`src/rtl/core/u16sh_pkg.sv`:
```
// Types, constants and helper functions of the string hash unit.
package u16sh_pkg;

  typedef enum logic {
    OP_BEGIN = 1'b0,
    OP_UNIT  = 1'b1
  } op_t;

  localparam logic [31:0] SampleAllLimit = 32'd96;
  localparam logic [31:0] WindowUnits    = 32'd32;
  localparam logic [31:0] HalfWindow     = 32'd16;
  localparam int          MultShift      = 8;

  typedef struct packed {
    op_t         op;
    logic [15:0] code_unit;
    logic [31:0] buffer_length;
    logic [31:0] original_length;
  } req_t;

  typedef struct packed {
    logic        emit;
    logic [31:0] hash;
  } res_t;

  typedef struct packed {
    logic        sample_all;
    logic [31:0] mid_start;
    logic [31:0] last_start;
  } window_t;

  function automatic logic [31:0] finish_hash(input logic [31:0] a, input logic [4:0] s);
    return a + (a << s);
  endfunction

  function automatic logic [31:0] mult_add(input logic [31:0] a, input logic [15:0] unit);
    return a + (a << MultShift) + {16'd0, unit};
  endfunction

endpackage

```
`src/rtl/core/u16sh_sampler.sv`:
```
// Decides whether the code unit at the current position updates the hash.
module u16sh_sampler (
  input  u16sh_pkg::window_t win,
  input  logic [31:0]        pos,
  output logic               counts
);

  logic [31:0] mid_offset;

  always_comb begin
    mid_offset = pos - win.mid_start;
    counts = win.sample_all
          || (pos < u16sh_pkg::WindowUnits)
          || ((pos >= win.mid_start) && (mid_offset < u16sh_pkg::WindowUnits))
          || (pos >= win.last_start);
  end

endmodule

```
`src/rtl/core/u16sh_core.sv`:
```
// String state and hash accumulator, updated by one request per step.
module u16sh_core (
  input  logic              clk,
  input  logic              rst,
  input  logic              step,
  input  u16sh_pkg::req_t   req,
  output u16sh_pkg::res_t   res
);

  logic [31:0]        accumulator;
  logic [31:0]        position;
  logic [31:0]        expected_count;
  logic [4:0]         shift_amount;
  logic               string_open;
  u16sh_pkg::window_t win;

  logic               counts;
  logic [31:0]        accumulator_next;
  logic [31:0]        position_next;
  logic               done;

  u16sh_sampler u_sampler (
    .win    (win),
    .pos    (position),
    .counts (counts)
  );

  always_comb begin
    accumulator_next = counts ? u16sh_pkg::mult_add(accumulator, req.code_unit) : accumulator;
    position_next    = position + 32'd1;
    done             = (position_next >= expected_count);
    res.emit         = 1'b0;
    res.hash         = u16sh_pkg::finish_hash(accumulator_next, shift_amount);
    case (req.op)
      u16sh_pkg::OP_BEGIN: begin
        if (req.original_length == 32'd0) begin
          res.emit = 1'b1;
          res.hash = 32'd0;
        end else if (req.buffer_length == 32'd0) begin
          res.emit = 1'b1;
          res.hash = u16sh_pkg::finish_hash(req.original_length, req.original_length[4:0]);
        end
      end
      u16sh_pkg::OP_UNIT: begin
        res.emit = string_open && done;
      end
      default: begin
        res.emit = 1'b0;
      end
    endcase
  end

  always_ff @(posedge clk) begin
    if (rst) begin
      accumulator    <= '0;
      position       <= '0;
      expected_count <= '0;
      shift_amount   <= '0;
      string_open    <= 1'b0;
      win            <= '0;
    end else if (step) begin
      case (req.op)
        u16sh_pkg::OP_BEGIN: begin
          string_open    <= (req.original_length != 32'd0) && (req.buffer_length != 32'd0);
          position       <= '0;
          shift_amount   <= req.original_length[4:0];
          accumulator    <= req.original_length;
          expected_count <= req.buffer_length;
          win.sample_all <= (req.buffer_length <= u16sh_pkg::SampleAllLimit);
          win.mid_start  <= (req.buffer_length >> 1) - u16sh_pkg::HalfWindow;
          win.last_start <= req.buffer_length - u16sh_pkg::WindowUnits;
        end
        u16sh_pkg::OP_UNIT: begin
          if (string_open) begin
            accumulator <= accumulator_next;
            position    <= position_next;
            if (done) begin
              string_open <= 1'b0;
            end
          end
        end
        default: begin
          string_open <= string_open;
        end
      endcase
    end
  end

endmodule

```
`src/rtl/core/utf16_sampled_string_hash_unit.sv`:
```
// Top level of the sampled UTF-16 string hash unit.
//
// Requests arrive on the input channel (in_valid, in_stall). A begin request
// carries the buffered unit count and the original length; each unit request
// carries one UTF-16 code unit. Results leave on the output channel
// (out_valid, out_stall) as one 32-bit hash_value per finished string.
// A begin request with an empty original string or an empty buffer gives its
// result at once; otherwise the result follows the last unit request.
// Every request is captured in an input register and then processed into
// the state and result registers, so a result is offered from the result
// register after the request that completes it leaves the input register.
// One request is accepted per cycle while the input channel does not stall;
// the multiply by 257 is a shift and add, so the accumulator update is combinational.
// Reset clears the valid flags of both registers and the string state, leaving no string open.
// While the receiver stalls, the result is held; the input register still
// fills, and the input channel stalls once it holds a request that waits.
module utf16_sampled_string_hash_unit (
  input  logic        clk,
  input  logic        rst,
  input  logic        in_valid,
  output logic        in_stall,
  input  logic        op,
  input  logic [15:0] code_unit,
  input  logic [31:0] buffer_length,
  input  logic [31:0] original_length,
  output logic        out_valid,
  input  logic        out_stall,
  output logic [31:0] hash_value
);

  logic            s1_valid;
  u16sh_pkg::req_t s1_req;
  logic            out_free;
  logic            step;
  u16sh_pkg::res_t res;

  assign out_free = !out_valid || !out_stall;
  assign step     = s1_valid && out_free;
  assign in_stall = s1_valid && !out_free;

  always_ff @(posedge clk) begin
    if (rst) begin
      s1_valid <= 1'b0;
    end else if (!in_stall) begin
      s1_valid <= in_valid;
    end
  end

  always_ff @(posedge clk) begin
    if (in_valid && !in_stall) begin
      s1_req.op              <= u16sh_pkg::op_t'(op);
      s1_req.code_unit       <= code_unit;
      s1_req.buffer_length   <= buffer_length;
      s1_req.original_length <= original_length;
    end
  end

  u16sh_core u_core (
    .clk  (clk),
    .rst  (rst),
    .step (step),
    .req  (s1_req),
    .res  (res)
  );

  always_ff @(posedge clk) begin
    if (rst) begin
      out_valid <= 1'b0;
    end else if (out_free) begin
      out_valid <= step && res.emit;
    end
  end

  always_ff @(posedge clk) begin
    if (step && res.emit) begin
      hash_value <= res.hash;
    end
  end

endmodule

```
`config.mk`:
```
export PLATFORM = sky130hd
export DESIGN_NAME = utf16_sampled_string_hash_unit
export DESIGN_NICKNAME = d
export VERILOG_FILES = /design/src/rtl/core/u16sh_pkg.sv /design/src/rtl/core/u16sh_sampler.sv /design/src/rtl/core/u16sh_core.sv /design/src/rtl/core/utf16_sampled_string_hash_unit.sv
export SDC_FILE = /design/constraint.sdc
export NUM_CORES = 1
export LEC_CHECK = 0
export ABC_AREA = 1
export BUFFER_PORTS_ARGS = -buffer_cell sky130_fd_sc_hd__buf_4
export CAP_MARGIN = 30
export CORE_MARGIN = 2
export CORE_UTILIZATION = 45
export CTS_BUF_LIST = sky130_fd_sc_hd__clkbuf_4
export DETAILED_ROUTE_END_ITERATION = 16
export GPL_ROUTABILITY_DRIVEN = 0
export HOLD_SLACK_MARGIN = 0.06
export SYNTH_ARGS = -nofsm -noshare
export SYNTH_HDL_FRONTEND = slang
export SYNTH_SLANG_ARGS = --single-unit
```
`constraint.sdc`:
```
create_clock -name clk -period 13.7 [get_ports clk]
set_input_delay 2.055 -clock clk [delete_from_list [all_inputs] [get_ports clk]]
set_output_delay 2.055 -clock clk [all_outputs]
set_load 0.02 [all_outputs]
```
==> results.json <==
{
  "clk_latency_ns": 0.85,
  "ir_drop_mv": 0.0664,
  "cts_buffers": 74,
  "portBuffers": 118,
  "ys.flop_type": "dfxtp_1",
  "critPathMaxStageDelay_ns": 0.46,
  "floorplan.die.height_um": 229,
  "ys_seq_area_frac": 0.265,
  "crit_arrival_ns": 8.29,
  "tns_ns": 0,
  "wl_per_cell_um": 18.2,
  "skew_ns": 0.0547,
  "ys_types": 65,
  "placed_cells": 4103,
  "drtPass1Iterations": 6,
  "synth_top_area_cell": "edfxtp_1",
  "initial_core_util": 0.456,
  "slew_headroom": 0.347,
  "post-route-period-util": 0.565,
  "yosys_register_bits": 246,
  "slew_viol_final": 0,
  "yosysMostFrequentCell": "nand2_1",
  "power-per-cell-area_nw_per_um2": 102,
  "die_area_sq_um": 52500,
  "crit_path_frequent_cell": "nand2_1",
  "grt_pass1_vias": 22200,
  "hold_buffers": 0,
  "tightest_slew_ns": 0.980,
  "core_sq_um": 50100,
  "vias": 23700,
  "worstSetupEndpointType": "flop",
  "max_freq_ghz": 0.129,
  "status": "finished clean",
  "netlist_instances": 3407,
  "drt_iter0_drc": 2035,
  "via_per_inst": 5.59,
  "final_cells": 4243,
  "maxCapViolCount": 0,
  "postCtsSetupBuffers": 0,
  "crit_type": "flop to flop",
  "synth_top_area_share": 0.149,
  "cts_tree": "yes",
  "nets": 3817,
  "antenna_found_initial": 3,
  "clkTransAtPathRegs_ns": 0.06,
  "area_delta_synth_final_pct": 11.1,
  "fin_crit_ns": 7.74,
  "clock_path_buffers": 3,
  "rsz0062_at_grt": "false",
  "synth_area_sq_um": 22800,
  "cpMaxStageDelayCell": "nand2_4",
  "hpwl_um": 61300,
  "fp-row-count": 82,
  "die_width_um": 229,
  "root_buffer": "clkbuf_4",
  "critPathLaunchType": "flop",
  "worstPathRequired_ns": 14.25,
  "finalHoldViolCount": 0,
  "synth-async-reset-ratio": 0,
  "grt-ovfl-total": 0,
  "ant_nets": 0,
  "grt_max_degree": 77,
  "crit_path_max_fanout": 33,
  "setup_viol": 0,
  "leakage_nw": 12.2,
  "ctsHtreeMaxLevel": 3,
  "avgSynthCellArea_sq_um": 6.70,
  "drive_gt1_frac": 0.100,
  "cts_resized": 0,
  "grt_pass1_wl_um": 119000,
  "cts_sinks": 246,
  "wl_um": 77100,
  "drc_errors": 0,
  "min_path_type": "flop to flop",
  "num_io_pins": 119,
  "synthTopCellsByArea": "edfxtp_1 15%, nand2_1 13%, ha_1 12%",
  "track_usage": 0.287,
  "synth-edff-count": 113,
  "synth_common_cells": "815 x nand2_1, 439 x inv_1, 324 x a21oi_1",
  "yosysWarnings": 0
}
==> per-stage QoR <==
stage	cell area (sq um)	hold slack [ns]	total power, W	setup WS, ns	utilization
2_1_floorplan	22800	0.435	0.00153	8.16	-
3_3_place_gp	24200	0.449	0.00182	6.10	0.483
3_5_place_dp	24400	0.455	0.00183	6.15	0.486
4_1_cts	25300	0.464	0.00259	6.13	0.506
5_1_grt	25300	0.474	0.00275	5.26	0.506
6_report	25300	0.460	0.00259	5.96	0.506
==> cells in the final DEF (no fill, tap or decap), drive strengths merged, types with 9 or more instances in the layout <==
cell,instances
buf,143
o221ai,11
fa,11
a21oi,328
xor2,63
ha,214
xnor2,32
dfxtp,133
nand4,27
clkinv,26
o21a,9
o21ai,297
nor3,60
nand3,223
edfxtp,113
a211oi,22
o211ai,29
inv,451
mux2i,16
clkbuf,105
nor4,20
nand3b,18
or2,18
a31oi,22
nand2,838
nor2,268
==> metal layers <==
metal	part of all wire	up-vias	wire length (um)	GRT usage
met2	0.47	960	36200	0.491
met5	0.00017	-	13	0
met1	0.41	10900	31500	0.342
met3	0.062	221	4780	0.0467
li1	-	11700	-	-
met4	0.060	2	4600	0.164
==> state kept, by name, indices dropped and copies added (netlist names) <==
name and count:
s1_req 81, u_core.win 34, hash_value 32, u_core.accumulator 32, u_core.position 32, u_core.expected_count 27, u_core.shift_amount 5, out_valid 1
s1_valid 1, u_core.string_open 1
==> worst max-delay path, delay by kind of cell (launching register included) <==
family	cells	cell delay, ns
and+or+nand+nor	27	4.04
buffers and inverters	4	0.26
AOI/OAI and AO/OA	9	1.68
adders and majority gates	3	1.06
DFF	1	0.40
==> cells by family (layout without fill, tap and decap cells) <==
| group | Yosys count | after routing | synth area share |
|---|---|---|---|
| multiplexers | 16 | 16 | 0.00702 |
| adder cells (fa/ha/maj) | 225 | 225 | 0.127 |
| buffers and inverters | 570 | 729 | 0.0966 |
| AND/OR/NAND/NOR | 1482 | 1482 | 0.279 |
| AO/OA/AOI/OAI | 772 | 772 | 0.188 |
| other | 1 | 6 | 0.000164 |
| flip-flops | 246 | 246 | 0.265 |
| XOR/XNOR | 95 | 95 | 0.0365 |
==> area by class of cell <==
class | instances | area, sq um
Timing Repair Buffer | 143 | 1190
Multi-Input combinational cell | 2592 | 14600
Fill cell | 5263 | 24700
Sequential cell | 246 | 6060
Antenna cell | 4 | 10.0
Clock inverter | 31 | 190
Clock buffer | 105 | 788
Inverter | 450 | 1690
Tap cell | 672 | 841
==> final timing paths <==
path	startpoint	depth (start not counted)	to	slack (ns)
setup / recovery	u_core.position[9]	43	hash_value[26]	5.96
hold / removal	u_core.expected_count[7]	2	u_core.expected_count[7]	0.46
setup reg to reg	u_core.position[9]	43	hash_value[26]	5.96
hold reg to reg	u_core.expected_count[7]	2	u_core.expected_count[7]	0.46
==> where the power goes <==
| group | switching (W) | leakage [nW] | internal (W) |
|---|---|---|---|
| Combinational | 0.000660 | 9.46 | 0.000328 |
| Sequential | 0.0000319 | 2.16 | 0.000823 |
| Clock | 0.000351 | 0.578 | 0.000395 |
| Total | 0.00104 | 12.2 | 0.00155 |
No activity file was read; power rests on OpenSTA's default activity.
